`src/rtl/voc_bsp_pkg.sv`:
```
package voc_bsp_pkg;

    localparam logic [31:0] RATE_DEFAULT   = 32'd11025;
    localparam logic [31:0] RATE_FLOOR     = 32'd1000;
    localparam logic [31:0] SHORT_TC_NUM   = 32'd1000000;
    localparam logic [31:0] LONG_TC_NUM    = 32'd256000000;
    localparam logic [15:0] REPEAT_FOREVER = 16'hffff;
    localparam logic [7:0]  SILENCE_LEVEL  = 8'h80;
    localparam int          HDR_DEPTH      = 12;
    localparam int          DIV_STEPS      = 32;

    // result kinds
    localparam logic [1:0] KIND_SAMPLE  = 2'd0;
    localparam logic [1:0] KIND_SILENCE = 2'd1;
    localparam logic [1:0] KIND_REPEAT  = 2'd2;
    localparam logic [1:0] KIND_END     = 2'd3;

    // parse phases
    localparam logic [2:0] PH_TYPE    = 3'd0;
    localparam logic [2:0] PH_LEN0    = 3'd1;
    localparam logic [2:0] PH_LEN1    = 3'd2;
    localparam logic [2:0] PH_LEN2    = 3'd3;
    localparam logic [2:0] PH_PAYLOAD = 3'd4;

    // block types
    localparam logic [7:0] BLK_TERM     = 8'd0;
    localparam logic [7:0] BLK_SOUND    = 8'd1;
    localparam logic [7:0] BLK_CONT     = 8'd2;
    localparam logic [7:0] BLK_SILENCE  = 8'd3;
    localparam logic [7:0] BLK_REP_BEG  = 8'd6;
    localparam logic [7:0] BLK_REP_END  = 8'd7;
    localparam logic [7:0] BLK_EXTENDED = 8'd8;
    localparam logic [7:0] BLK_NEWFMT   = 8'd9;

    localparam logic REG_STREAM_LENGTH = 1'b0;

    typedef enum logic [3:0] {
        ST_IDLE,
        ST_STEP,
        ST_DIV_A,
        ST_DIV_B,
        ST_MUL,
        ST_MUL_ADD,
        ST_EMIT,
        ST_END_BLK
    } state_t;

    typedef enum logic [1:0] {
        DIV_NONE,
        DIV_SHORT,
        DIV_LONG
    } div_op_t;

    typedef struct packed {
        logic        start;
        logic [31:0] dividend;
        logic [31:0] divisor;
    } div_req_t;

    typedef struct packed {
        logic        busy;
        logic        done;
        logic [31:0] quotient;
    } div_rsp_t;

    function automatic logic [31:0] rate_floor(input logic [31:0] r);
        return (r < RATE_FLOOR) ? RATE_FLOOR : r;
    endfunction

    function automatic logic [31:0] sat_add(input logic [31:0] a, input logic [47:0] b);
        logic [48:0] s;
        s = {17'd0, a} + {1'b0, b};
        return (s[48:32] != 17'd0) ? 32'hffffffff : s[31:0];
    endfunction

endpackage

```
`src/rtl/voc_bsp_div.sv`:
```
module voc_bsp_div (
    input  logic                 aclk,
    input  logic                 aresetn,
    input  voc_bsp_pkg::div_req_t req,
    output voc_bsp_pkg::div_rsp_t rsp
);

    logic        busy_reg, busy_next;
    logic        done_reg, done_next;
    logic [4:0]  cnt_reg, cnt_next;
    logic [31:0] acc_reg, acc_next;
    logic [31:0] quo_reg, quo_next;
    logic [31:0] dvs_reg, dvs_next;
    logic [32:0] shifted;
    logic [32:0] diff;

    // one quotient bit per cycle, restoring
    always_comb begin
        busy_next = busy_reg;
        done_next = 1'b0;
        cnt_next  = cnt_reg;
        acc_next  = acc_reg;
        quo_next  = quo_reg;
        dvs_next  = dvs_reg;
        shifted   = {acc_reg, quo_reg[31]};
        diff      = shifted - {1'b0, dvs_reg};
        if (req.start) begin
            busy_next = 1'b1;
            cnt_next  = '0;
            acc_next  = '0;
            quo_next  = req.dividend;
            dvs_next  = req.divisor;
        end else if (busy_reg) begin
            if (!diff[32]) begin
                acc_next = diff[31:0];
            end else begin
                acc_next = shifted[31:0];
            end
            quo_next = {quo_reg[30:0], ~diff[32]};
            cnt_next = cnt_reg + 5'd1;
            if (cnt_reg == 5'(voc_bsp_pkg::DIV_STEPS - 1)) begin
                busy_next = 1'b0;
                done_next = 1'b1;
            end
        end
    end

    always_ff @(posedge aclk) begin
        if (!aresetn) begin
            busy_reg <= 1'b0;
            done_reg <= 1'b0;
            cnt_reg  <= '0;
        end else begin
            busy_reg <= busy_next;
            done_reg <= done_next;
            cnt_reg  <= cnt_next;
        end
        acc_reg <= acc_next;
        quo_reg <= quo_next;
        dvs_reg <= dvs_next;
    end

    assign rsp.busy     = busy_reg;
    assign rsp.done     = done_reg;
    assign rsp.quotient = quo_reg;

endmodule

```
`src/rtl/voc_block_stream_parser_unit.sv`:
```
// Sound-block stream parser.
// Input: one raw stream byte per transfer on s_tdata. Output: result transfers,
// kind on m_tuser, the other fields packed in m_tdata. The stream length is
// written over the APB port (address 0); the user must write it only while
// the block is idle, which the block itself does not enforce. Each byte goes
// through a small sequencer: accept, decode, then the result is placed in the
// output register. A block end passes the end-of-block state and, at stream
// end, places a second result. Time constants of types 1 and 3 run one pass
// through the shared serial divider; the type 8 rate runs two passes. A repeat
// end adds a multiply state and a multiply-add state.
// s_tready is high only while the sequencer is idle; a result waiting in the
// output register does not block the next byte unless that byte produces a
// result too, in which case the sequencer waits for m_tready.
// Synchronous active-low reset clears the parse state, sets the rate to
// 11025 Hz and empties the output register. After the end-of-parse result
// all further bytes are taken and dropped until reset.
module voc_block_stream_parser_unit (
    input  logic        aclk,
    input  logic        aresetn,
    input  logic        s_tvalid,
    output logic        s_tready,
    input  logic [7:0]  s_tdata,   // [7:0] data_byte
    output logic        m_tvalid,
    input  logic        m_tready,
    output logic [1:0]  m_tuser,   // [1:0] kind
    // [7:0] sample, [24:8] run_count, [56:25] segment_length,
    // [88:57] sample_rate, [89] loop_flag, [90] success, [95:91] zero
    output logic [95:0] m_tdata,
    input  logic        psel,
    input  logic        penable,
    input  logic        pwrite,
    input  logic [2:0]  paddr,
    input  logic [31:0] pwdata,
    output logic [31:0] prdata,
    output logic        pready
);

    voc_bsp_pkg::state_t  state_reg, state_next;
    voc_bsp_pkg::div_op_t div_op_reg, div_op_next;
    voc_bsp_pkg::div_req_t div_req;
    voc_bsp_pkg::div_rsp_t div_rsp;

    logic [7:0]  byte_reg, byte_next;
    logic [31:0] len_reg;
    logic [31:0] pos_reg, pos_next;
    logic [2:0]  phase_reg, phase_next;
    logic [7:0]  bkind_reg, bkind_next;
    logic [23:0] blen_reg, blen_next;
    logic [23:0] off_reg, off_next;
    logic [7:0]  hdr_reg [voc_bsp_pkg::HDR_DEPTH];
    logic [7:0]  hdr_next [voc_bsp_pkg::HDR_DEPTH];
    logic [31:0] rate_reg, rate_next;
    logic [31:0] ext_rate_reg, ext_rate_next;
    logic        ext_valid_reg, ext_valid_next;
    logic        loop_reg, loop_next;
    logic        rep_pend_reg, rep_pend_next;
    logic [15:0] rep_times_reg, rep_times_next;
    logic [31:0] rep_mark_reg, rep_mark_next;
    logic [31:0] total_reg, total_next;
    logic        finished_reg, finished_next;
    logic [7:0]  chan_reg, chan_next;
    logic        mul_req_reg, mul_req_next;
    logic        res_req_reg, res_req_next;
    logic        end_req_reg, end_req_next;
    logic [1:0]  res_kind_reg, res_kind_next;
    logic [7:0]  res_sample_reg, res_sample_next;
    logic [16:0] res_run_reg, res_run_next;
    logic [31:0] res_seg_reg, res_seg_next;
    logic [47:0] prod_reg, prod_next;
    logic        m_tvalid_reg;
    logic [1:0]  m_tuser_reg;
    logic [95:0] m_tdata_reg;

    logic        out_free;
    logic        out_load;
    logic        cfg_write;
    logic [31:0] pos_inc;
    logic [23:0] off_inc;
    logic [23:0] full_len;
    logic [16:0] silence_cnt;
    logic [15:0] rep_count;
    logic [15:0] long_tc;
    logic [7:0]  chan_raw;
    logic        fmt_ok;
    logic [31:0] div_floor;

    voc_bsp_div u_div (
        .aclk   (aclk),
        .aresetn(aresetn),
        .req    (div_req),
        .rsp    (div_rsp)
    );

    assign out_free  = !m_tvalid_reg || m_tready;
    assign cfg_write = psel && penable && pwrite && pready;
    assign pready    = 1'b1;
    assign prdata    = (paddr[2] == voc_bsp_pkg::REG_STREAM_LENGTH) ? len_reg : 32'd0;
    assign s_tready  = (state_reg == voc_bsp_pkg::ST_IDLE);
    assign m_tvalid  = m_tvalid_reg;
    assign m_tuser   = m_tuser_reg;
    assign m_tdata   = m_tdata_reg;

    assign pos_inc     = pos_reg + 32'd1;
    assign off_inc     = off_reg + 24'd1;
    assign full_len    = {byte_reg, blen_reg[15:0]};
    assign silence_cnt = {1'b0, hdr_reg[1], hdr_reg[0]} + 17'd1;
    assign rep_count   = {byte_reg, hdr_reg[0]};
    assign long_tc     = {hdr_reg[1], hdr_reg[0]};
    assign chan_raw    = byte_reg + 8'd1;
    assign fmt_ok      = (hdr_reg[6] == 8'd8) && (hdr_reg[8] == 8'd0);
    assign div_floor   = voc_bsp_pkg::rate_floor(div_rsp.quotient);

    // next state
    always_comb begin
        state_next = state_reg;
        unique case (state_reg)
            voc_bsp_pkg::ST_IDLE: begin
                if (s_tvalid) begin
                    state_next = voc_bsp_pkg::ST_STEP;
                end
            end
            voc_bsp_pkg::ST_STEP: begin
                if (div_op_next != voc_bsp_pkg::DIV_NONE) begin
                    state_next = voc_bsp_pkg::ST_DIV_A;
                end else if (mul_req_next) begin
                    state_next = voc_bsp_pkg::ST_MUL;
                end else if (res_req_next) begin
                    state_next = voc_bsp_pkg::ST_EMIT;
                end else if (end_req_next) begin
                    state_next = voc_bsp_pkg::ST_END_BLK;
                end else begin
                    state_next = voc_bsp_pkg::ST_IDLE;
                end
            end
            voc_bsp_pkg::ST_DIV_A, voc_bsp_pkg::ST_DIV_B: begin
                if (div_rsp.done) begin
                    if (state_reg == voc_bsp_pkg::ST_DIV_A &&
                        div_op_reg == voc_bsp_pkg::DIV_LONG) begin
                        state_next = voc_bsp_pkg::ST_DIV_B;
                    end else if (res_req_reg) begin
                        state_next = voc_bsp_pkg::ST_EMIT;
                    end else if (end_req_reg) begin
                        state_next = voc_bsp_pkg::ST_END_BLK;
                    end else begin
                        state_next = voc_bsp_pkg::ST_IDLE;
                    end
                end
            end
            voc_bsp_pkg::ST_MUL: begin
                state_next = voc_bsp_pkg::ST_MUL_ADD;
            end
            voc_bsp_pkg::ST_MUL_ADD: begin
                state_next = voc_bsp_pkg::ST_EMIT;
            end
            voc_bsp_pkg::ST_EMIT: begin
                if (out_free) begin
                    state_next = end_req_reg ? voc_bsp_pkg::ST_END_BLK : voc_bsp_pkg::ST_IDLE;
                end
            end
            voc_bsp_pkg::ST_END_BLK: begin
                state_next = (pos_reg >= len_reg) ? voc_bsp_pkg::ST_EMIT : voc_bsp_pkg::ST_IDLE;
            end
            default: begin
                state_next = voc_bsp_pkg::ST_IDLE;
            end
        endcase
    end

    // datapath and sequencer outputs
    always_comb begin
        byte_next       = byte_reg;
        pos_next        = pos_reg;
        phase_next      = phase_reg;
        bkind_next      = bkind_reg;
        blen_next       = blen_reg;
        off_next        = off_reg;
        hdr_next        = hdr_reg;
        rate_next       = rate_reg;
        ext_rate_next   = ext_rate_reg;
        ext_valid_next  = ext_valid_reg;
        loop_next       = loop_reg;
        rep_pend_next   = rep_pend_reg;
        rep_times_next  = rep_times_reg;
        rep_mark_next   = rep_mark_reg;
        total_next      = total_reg;
        finished_next   = finished_reg;
        chan_next       = chan_reg;
        div_op_next     = div_op_reg;
        mul_req_next    = mul_req_reg;
        res_req_next    = res_req_reg;
        end_req_next    = end_req_reg;
        res_kind_next   = res_kind_reg;
        res_sample_next = res_sample_reg;
        res_run_next    = res_run_reg;
        res_seg_next    = res_seg_reg;
        prod_next       = prod_reg;
        div_req         = '0;
        out_load        = 1'b0;

        unique case (state_reg)
            voc_bsp_pkg::ST_IDLE: begin
                if (s_tvalid) begin
                    byte_next = s_tdata;
                end
            end
            voc_bsp_pkg::ST_STEP: begin
                div_op_next     = voc_bsp_pkg::DIV_NONE;
                mul_req_next    = 1'b0;
                res_req_next    = 1'b0;
                end_req_next    = 1'b0;
                res_kind_next   = voc_bsp_pkg::KIND_END;
                res_sample_next = 8'd0;
                res_run_next    = 17'd0;
                res_seg_next    = 32'd0;
                if (finished_reg) begin
                    res_req_next = 1'b0;
                end else if (pos_reg >= len_reg) begin
                    finished_next = 1'b1;
                    res_req_next  = 1'b1;
                end else begin
                    pos_next = pos_inc;
                    case (phase_reg)
                        voc_bsp_pkg::PH_TYPE: begin
                            bkind_next = byte_reg;
                            if (byte_reg == voc_bsp_pkg::BLK_TERM ||
                                ({1'b0, pos_inc} + 33'd3 > {1'b0, len_reg})) begin
                                finished_next = 1'b1;
                                res_req_next  = 1'b1;
                            end else begin
                                blen_next  = 24'd0;
                                phase_next = voc_bsp_pkg::PH_LEN0;
                            end
                        end
                        voc_bsp_pkg::PH_LEN0: begin
                            blen_next  = {16'd0, byte_reg};
                            phase_next = voc_bsp_pkg::PH_LEN1;
                        end
                        voc_bsp_pkg::PH_LEN1: begin
                            blen_next  = {8'd0, byte_reg, blen_reg[7:0]};
                            phase_next = voc_bsp_pkg::PH_LEN2;
                        end
                        voc_bsp_pkg::PH_LEN2: begin
                            blen_next = full_len;
                            if ({1'b0, pos_inc} + {9'd0, full_len} > {1'b0, len_reg}) begin
                                finished_next = 1'b1;
                                res_req_next  = 1'b1;
                            end else begin
                                off_next   = 24'd0;
                                phase_next = voc_bsp_pkg::PH_PAYLOAD;
                                if (bkind_reg == voc_bsp_pkg::BLK_REP_END) begin
                                    if (rep_pend_reg &&
                                        rep_times_reg != voc_bsp_pkg::REPEAT_FOREVER &&
                                        rep_times_reg != 16'd0 &&
                                        total_reg > rep_mark_reg) begin
                                        res_seg_next  = total_reg - rep_mark_reg;
                                        mul_req_next  = 1'b1;
                                        res_req_next  = 1'b1;
                                        res_kind_next = voc_bsp_pkg::KIND_REPEAT;
                                        res_run_next  = {1'b0, rep_times_reg};
                                    end
                                    rep_pend_next = 1'b0;
                                end
                                if (full_len == 24'd0) begin
                                    end_req_next = 1'b1;
                                end
                            end
                        end
                        default: begin
                            if (off_reg < 24'(voc_bsp_pkg::HDR_DEPTH)) begin
                                hdr_next[off_reg[3:0]] = byte_reg;
                            end
                            case (bkind_reg)
                                voc_bsp_pkg::BLK_SOUND: begin
                                    if (off_reg == 24'd0 && blen_reg >= 24'd2 &&
                                        !ext_valid_reg) begin
                                        div_op_next      = voc_bsp_pkg::DIV_SHORT;
                                        div_req.start    = 1'b1;
                                        div_req.dividend = voc_bsp_pkg::SHORT_TC_NUM;
                                        div_req.divisor  = 32'd256 - {24'd0, byte_reg};
                                    end
                                    if (off_reg >= 24'd2) begin
                                        total_next      = voc_bsp_pkg::sat_add(total_reg, 48'd1);
                                        res_req_next    = 1'b1;
                                        res_kind_next   = voc_bsp_pkg::KIND_SAMPLE;
                                        res_sample_next = byte_reg;
                                    end
                                end
                                voc_bsp_pkg::BLK_CONT: begin
                                    total_next      = voc_bsp_pkg::sat_add(total_reg, 48'd1);
                                    res_req_next    = 1'b1;
                                    res_kind_next   = voc_bsp_pkg::KIND_SAMPLE;
                                    res_sample_next = byte_reg;
                                end
                                voc_bsp_pkg::BLK_SILENCE: begin
                                    if (off_reg == 24'd2) begin
                                        if (!ext_valid_reg) begin
                                            div_op_next      = voc_bsp_pkg::DIV_SHORT;
                                            div_req.start    = 1'b1;
                                            div_req.dividend = voc_bsp_pkg::SHORT_TC_NUM;
                                            div_req.divisor  = 32'd256 - {24'd0, byte_reg};
                                        end
                                        total_next = voc_bsp_pkg::sat_add(total_reg,
                                                                          {31'd0, silence_cnt});
                                        res_req_next    = 1'b1;
                                        res_kind_next   = voc_bsp_pkg::KIND_SILENCE;
                                        res_sample_next = voc_bsp_pkg::SILENCE_LEVEL;
                                        res_run_next    = silence_cnt;
                                    end
                                end
                                voc_bsp_pkg::BLK_REP_BEG: begin
                                    if (off_reg == 24'd1) begin
                                        rep_mark_next  = total_reg;
                                        rep_times_next = rep_count;
                                        rep_pend_next  = 1'b1;
                                        if (rep_count == voc_bsp_pkg::REPEAT_FOREVER) begin
                                            loop_next = 1'b1;
                                        end
                                    end
                                end
                                voc_bsp_pkg::BLK_EXTENDED: begin
                                    if (off_reg == 24'd3) begin
                                        div_op_next      = voc_bsp_pkg::DIV_LONG;
                                        div_req.start    = 1'b1;
                                        div_req.dividend = voc_bsp_pkg::LONG_TC_NUM;
                                        div_req.divisor  = 32'd65536 - {16'd0, long_tc};
                                        // channel count zero counts as mono
                                        chan_next = (chan_raw == 8'd0) ? 8'd1 : chan_raw;
                                    end
                                end
                                voc_bsp_pkg::BLK_NEWFMT: begin
                                    if (off_reg == 24'd11 && fmt_ok && !ext_valid_reg) begin
                                        rate_next = {hdr_reg[3], hdr_reg[2], hdr_reg[1],
                                                     hdr_reg[0]};
                                    end
                                    if (off_reg >= 24'd12 && fmt_ok) begin
                                        total_next      = voc_bsp_pkg::sat_add(total_reg, 48'd1);
                                        res_req_next    = 1'b1;
                                        res_kind_next   = voc_bsp_pkg::KIND_SAMPLE;
                                        res_sample_next = byte_reg;
                                    end
                                end
                                default: begin
                                    res_req_next = 1'b0;
                                end
                            endcase
                            off_next = off_inc;
                            if (off_inc >= blen_reg) begin
                                end_req_next = 1'b1;
                            end
                        end
                    endcase
                end
            end
            voc_bsp_pkg::ST_DIV_A: begin
                if (div_rsp.done) begin
                    if (div_op_reg == voc_bsp_pkg::DIV_LONG) begin
                        div_req.start    = 1'b1;
                        div_req.dividend = div_rsp.quotient;
                        div_req.divisor  = {24'd0, chan_reg};
                    end else begin
                        rate_next = div_floor;
                    end
                end
            end
            voc_bsp_pkg::ST_DIV_B: begin
                if (div_rsp.done) begin
                    ext_rate_next  = div_floor;
                    rate_next      = div_floor;
                    ext_valid_next = 1'b1;
                end
            end
            voc_bsp_pkg::ST_MUL: begin
                prod_next = rep_times_reg * res_seg_reg;
            end
            voc_bsp_pkg::ST_MUL_ADD: begin
                total_next = voc_bsp_pkg::sat_add(total_reg, prod_reg);
            end
            voc_bsp_pkg::ST_EMIT: begin
                if (out_free) begin
                    out_load     = 1'b1;
                    res_req_next = 1'b0;
                end
            end
            voc_bsp_pkg::ST_END_BLK: begin
                if (bkind_reg == voc_bsp_pkg::BLK_SOUND) begin
                    ext_valid_next = 1'b0;
                end
                phase_next   = voc_bsp_pkg::PH_TYPE;
                end_req_next = 1'b0;
                if (pos_reg >= len_reg) begin
                    finished_next   = 1'b1;
                    res_req_next    = 1'b1;
                    res_kind_next   = voc_bsp_pkg::KIND_END;
                    res_sample_next = 8'd0;
                    res_run_next    = 17'd0;
                    res_seg_next    = 32'd0;
                end
            end
            default: begin
                out_load = 1'b0;
            end
        endcase
    end

    always_ff @(posedge aclk) begin
        if (!aresetn) begin
            state_reg     <= voc_bsp_pkg::ST_IDLE;
            div_op_reg    <= voc_bsp_pkg::DIV_NONE;
            len_reg       <= 32'd0;
            pos_reg       <= 32'd0;
            phase_reg     <= voc_bsp_pkg::PH_TYPE;
            bkind_reg     <= 8'd0;
            blen_reg      <= 24'd0;
            off_reg       <= 24'd0;
            rate_reg      <= voc_bsp_pkg::RATE_DEFAULT;
            ext_rate_reg  <= 32'd0;
            ext_valid_reg <= 1'b0;
            loop_reg      <= 1'b0;
            rep_pend_reg  <= 1'b0;
            rep_times_reg <= 16'd0;
            rep_mark_reg  <= 32'd0;
            total_reg     <= 32'd0;
            finished_reg  <= 1'b0;
            mul_req_reg   <= 1'b0;
            res_req_reg   <= 1'b0;
            end_req_reg   <= 1'b0;
            m_tvalid_reg  <= 1'b0;
        end else begin
            state_reg     <= state_next;
            div_op_reg    <= div_op_next;
            pos_reg       <= pos_next;
            phase_reg     <= phase_next;
            bkind_reg     <= bkind_next;
            blen_reg      <= blen_next;
            off_reg       <= off_next;
            rate_reg      <= rate_next;
            ext_rate_reg  <= ext_rate_next;
            ext_valid_reg <= ext_valid_next;
            loop_reg      <= loop_next;
            rep_pend_reg  <= rep_pend_next;
            rep_times_reg <= rep_times_next;
            rep_mark_reg  <= rep_mark_next;
            total_reg     <= total_next;
            finished_reg  <= finished_next;
            mul_req_reg   <= mul_req_next;
            res_req_reg   <= res_req_next;
            end_req_reg   <= end_req_next;
            if (cfg_write && paddr[2] == voc_bsp_pkg::REG_STREAM_LENGTH) begin
                len_reg <= pwdata;
            end
            if (out_load) begin
                m_tvalid_reg <= 1'b1;
            end else if (m_tready) begin
                m_tvalid_reg <= 1'b0;
            end
        end
        byte_reg       <= byte_next;
        hdr_reg        <= hdr_next;
        chan_reg       <= chan_next;
        res_kind_reg   <= res_kind_next;
        res_sample_reg <= res_sample_next;
        res_run_reg    <= res_run_next;
        res_seg_reg    <= res_seg_next;
        prod_reg       <= prod_next;
        if (out_load) begin
            m_tuser_reg <= res_kind_reg;
            m_tdata_reg <= {5'd0,
                            (res_kind_reg == voc_bsp_pkg::KIND_END) && (total_reg != 32'd0),
                            loop_reg, rate_reg, res_seg_reg, res_run_reg, res_sample_reg};
        end
    end

`ifndef SYNTH
    a_finished_sticks: assert property (@(posedge aclk) disable iff (!aresetn)
        finished_reg |=> finished_reg)
        else $error("parse end flag dropped");

    a_end_after_finish: assert property (@(posedge aclk) disable iff (!aresetn)
        (m_tvalid && m_tuser == voc_bsp_pkg::KIND_END) |-> finished_reg)
        else $error("end result without parse end");

    a_div_idle_start: assert property (@(posedge aclk) disable iff (!aresetn)
        div_req.start |-> !div_rsp.busy)
        else $error("divider started while busy");

    a_step_after_accept: assert property (@(posedge aclk) disable iff (!aresetn)
        (state_reg == voc_bsp_pkg::ST_STEP) |-> $past(s_tvalid && s_tready))
        else $error("decode without accepted byte");
`endif

endmodule

```
`config.mk`:
```
export PLATFORM = sky130hd
export DESIGN_NAME = voc_block_stream_parser_unit
export DESIGN_NICKNAME = d
export VERILOG_FILES = /design/src/rtl/voc_bsp_pkg.sv /design/src/rtl/voc_bsp_div.sv /design/src/rtl/voc_block_stream_parser_unit.sv
export SDC_FILE = /design/constraint.sdc
export NUM_CORES = 2
export LEC_CHECK = 0
export ABC_AREA = 1
export BUFFER_PORTS_ARGS = -buffer_cell sky130_fd_sc_hd__buf_2
export CORE_UTILIZATION = 61
export DETAILED_ROUTE_END_ITERATION = 8
export PLACE_DENSITY = 0.79
export SLEW_MARGIN = 10
export SYNTH_ARGS = -nofsm -noshare
export SYNTH_HDL_FRONTEND = slang
export SYNTH_HIERARCHICAL = 1
export SYNTH_SLANG_ARGS = --single-unit
```
`constraint.sdc`:
```
create_clock -name aclk -period 9.5 [get_ports aclk]
set_clock_uncertainty 0.1 [all_clocks]
set_input_delay 1.9 -clock aclk [delete_from_list [all_inputs] [get_ports aclk]]
set_output_delay 1.9 -clock aclk [all_outputs]
set_load 0.05 [all_outputs]
```
==> tab_implementation.tex <==
\begin{tabular}{lr}
\hline
Metric & Value \\
\hline
\multicolumn{2}{l}{\textbf{Clock tree}} \\
Clock Pin Slew Worst Setup and Hold Paths & 0.06 ns \\
Root buffer selected by CTS & sky130\_fd\_sc\_hd\_\_clkbuf\_16 \\
Depth of the CTS H-tree & 3 \\
TritonCTS clock tree & built \\
Maximum buffer depth of the clock tree & 3 \\
Cts bufs inserted & about 70 \\
Skew-Pair Late Insertion Delay & roughly 0.68 ns \\
Post CTS Setup Buffer Count & 0 \\
Sink Count & 615 \\
Post\_cts resized & 0 \\
CTS hold repair buffers & 0 \\
\multicolumn{2}{l}{\textbf{Critical path}} \\
Endpoint of the most critical register-to-register path & prod\_reg[46] \\
Crit path max-delay cell type & sky130\_fd\_sc\_hd\_\_dfxtp\_1 \\
Cells along the critical path & buf\_4 > nand2\_1 > fa\_1 > inv\_1 > fa\_1 > inv\_1 > fa\_1 > inv\_1 > fa\_1 > inv\_1 > fa\_1 > inv\_1 > fa\_1 > ha\_1 > nand2\_1 > o21ai\_0 > a21oi\_1 > o31ai\_1 > nand3\_1 > o211ai\_1 > a21oi\_1 > xor2\_1 \\
Cell with the most instances on the worst path & sky130\_fd\_sc\_hd\_\_fa\_1 \\
Start of the worst register-to-register path & rep\_times\_reg[5] \\
Arrival @ worst endpoint & 8.19 ns \\
Largest fanout of any net on the critical path & 23 \\
Path depth of the worst reg2reg path & 22 \\
Crit start category & register \\
Worst Path Class, Setup & reg2reg \\
Crit path launch & rep\_times\_reg[5] \\
Slowest cell delay on critical path & around 0.76 ns \\
Reg-to-reg slack, setup & around 1.6 ns \\
Critical path required time & about 9.8 ns \\
Critical Path End & prod\_reg[46] \\
Sort of element at the end of the critical path & register \\
\multicolumn{2}{l}{\textbf{Outcome}} \\
Result of the run & completed \\
\multicolumn{2}{l}{\textbf{Timing}} \\
Final count of negative-setup-slack endpoints & 0 \\
Unrepaired setup endpoints after global routing & false \\
Final cycle utilization of the critical path & a little over 80\% \\
Post-route setup slack & about 1.6 ns \\
Setup TNS & 0 ns \\
Final hold violation count & 0 \\
WHS & around 0.31 ns \\
Max frequency & between 100 and 150 MHz \\
Final critical path time including I/O delays and setup & 7.89 ns \\
Max-slew headroom at the worst pin & 21.1\% \\
Number of pins exceeding their max-slew limit in the final report & 0 \\
Slew at the pin with the worst max-slew slack & between 1 and 1.5 ns \\
\multicolumn{2}{l}{\textbf{Floorplan}} \\
Placeable core region & around 90000 µm² \\
Die height & approximately 300 µm \\
Io pins & roughly 180 \\
Initial Util & around 62\% \\
Die ar. & 92600 µm² \\
Die span in x & a little over 300 µm \\
Cell Rows & 110 \\
\multicolumn{2}{l}{\textbf{Drt}} \\
DR WL/cell & approximately 18 µm \\
Final routed wirelength across all metal layers & between 150 and 200 mm \\
DR vias/cell & roughly 5.7 \\
Wire length on met2 & roughly 70 mm \\
Residual DRC & 0 \\
Vias & between 40000 and 50000 \\
Met3 Routed Length & 11.8 mm \\
Met1 wire length & about 65 mm \\
Number of DRC markers after the initial detailed-route iteration & between 4000 and 5000 \\
DR top layer & met5 \\
Remaining antenna violation count after routing & 0 \\
Length of the first detailed-routing pass in iterations & 6 \\
\multicolumn{2}{l}{\textbf{Worst hold path}} \\
Path type of the worst min-delay path & reg2reg \\
\multicolumn{2}{l}{\textbf{Synthesis}} \\
Synthesized instance count & just over 7000 \\
Post-synthesis area per instance & 7.67 µm² \\
Mapped Area & between 50000 and 60000 µm² \\
Yosys warnings & 6 \\
\multicolumn{2}{l}{\textbf{Place}} \\
Routability congestion estimate from global placement & 0.965 \\
Post-detail-place hpwl & $\sim$120 mm \\
Placement-stage worst setup slack & between 1.5 and 2 ns \\
Number of cells after detailed placement & roughly 8400 \\
Number of I/O port buffers & 174 \\
\multicolumn{2}{l}{\textbf{GRT}} \\
Overall overflow remaining after global route & 0 \\
Total track usage & $\sim$33\% \\
Number of antenna violations at the first check in global routing & 2 \\
Vias in the first global route & 46800 \\
Maximum number of pins on one net before global-route repair & between 90 and 100 \\
Global-route wire length before repair & about 250 mm \\
\multicolumn{2}{l}{\textbf{Power}} \\
Leakage power of the design & 29.7 nW \\
Sum of internal, switching and leakage power & $\sim$12 mW \\
Worst vdd ir & 0.000201 V \\
Power per cell area & around 200 nW/µm² \\
\multicolumn{2}{l}{\textbf{Final layout}} \\
Antenna Cells & 0 \\
Share of layout cells above drive strength 1 & 6.41\% \\
Synth-to-Final Area Change & 7.40\% \\
Non-Filler Instances & approximately 8500 \\
Largest register FFs & 91 \\
NumNets Final & approximately 8200 \\
\multicolumn{2}{l}{\textbf{Run}} \\
Reported max-cap violation count & 0 \\
\hline
\end{tabular}
how the worst min path moves through the flow:
stage | startpoint | to | slack, ns | depth (start not counted)
floorplan | res_sample_reg[0] | m_tdata[0] | 0.30 | 0
global placement | res_sample_reg[7] | m_tdata[7] | 0.30 | 0
detailed placement | res_run_reg[9] | m_tdata[17] | 0.30 | 0
CTS | res_run_reg[9] | m_tdata[17] | 0.32 | 0
global route | res_run_reg[9] | m_tdata[17] | 0.33 | 0
finish | res_run_reg[16] | m_tdata[24] | 0.31 | 0
power by group:
group,internal [mW],total (mW),switching [mW]
Clock,1.67,2.91,1.24
Combinational,1.72,5.42,3.70
Sequential,3.25,3.86,0.608
Total,6.65,12.2,5.55
per-layer routing:
metal,vias up,track usage (%)
met4,4,12.2
li1,23100,-
met5,-,0
met1,22900,44.9
met3,330,5.17
met2,1923,53.3
cell usage in the layout, fill, tap and decap left out, types with 19 or more instances in the layout:
cell and count:
sky130_fd_sc_hd__a211oi_1 40, sky130_fd_sc_hd__a21oi_1 504, sky130_fd_sc_hd__a31oi_1 59, sky130_fd_sc_hd__buf_2 173
sky130_fd_sc_hd__buf_4 50, sky130_fd_sc_hd__clkbuf_16 71, sky130_fd_sc_hd__conb_1 21, sky130_fd_sc_hd__dfxtp_1 285
sky130_fd_sc_hd__edfxtp_1 328, sky130_fd_sc_hd__fa_1 423, sky130_fd_sc_hd__ha_1 397, sky130_fd_sc_hd__inv_1 1383
sky130_fd_sc_hd__inv_2 20, sky130_fd_sc_hd__nand2_1 1759, sky130_fd_sc_hd__nand3_1 234, sky130_fd_sc_hd__nand4_1 85
sky130_fd_sc_hd__nor2_1 476, sky130_fd_sc_hd__nor3_1 101, sky130_fd_sc_hd__nor4_1 49, sky130_fd_sc_hd__o211ai_1 20
sky130_fd_sc_hd__o21a_1 19, sky130_fd_sc_hd__o21ai_0 289, sky130_fd_sc_hd__o221ai_1 24, sky130_fd_sc_hd__o22ai_1 22
sky130_fd_sc_hd__xnor2_1 60, sky130_fd_sc_hd__xor2_1 187
area by class of cell:
cell class,count,area [µm²]
clock buffer,92,1920
clock inverter,40,547
fill,7679,30400
inverter,1410,5300
multi-input combinational,4979,33800
sequential,615,15600
tap,1176,1470
timing repair buffer,223,1240
worst max-delay path, delay by kind of cell (launching register included):
kind | cells | cell delay (ns)
XOR/XNOR | 1 | 0.16
AO/OA/AOI/OAI | 5 | 2.05
flip-flops | 1 | 0.76
buffers and inverters | 6 | 0.69
adder cells (fa/ha/maj) | 7 | 3.38
AND/OR/NAND/NOR | 3 | 0.46
stage by stage:
stage	util [%]	cell area (µm²)
4_1_cts	66.3	59900
5_1_grt	66.3	59900
2_1_floorplan	-	55800
3_5_place_dp	63.6	57400
6_report	66.3	59900
3_3_place_gp	63.6	57400
No activity file was read; power rests on OpenSTA's default activity.
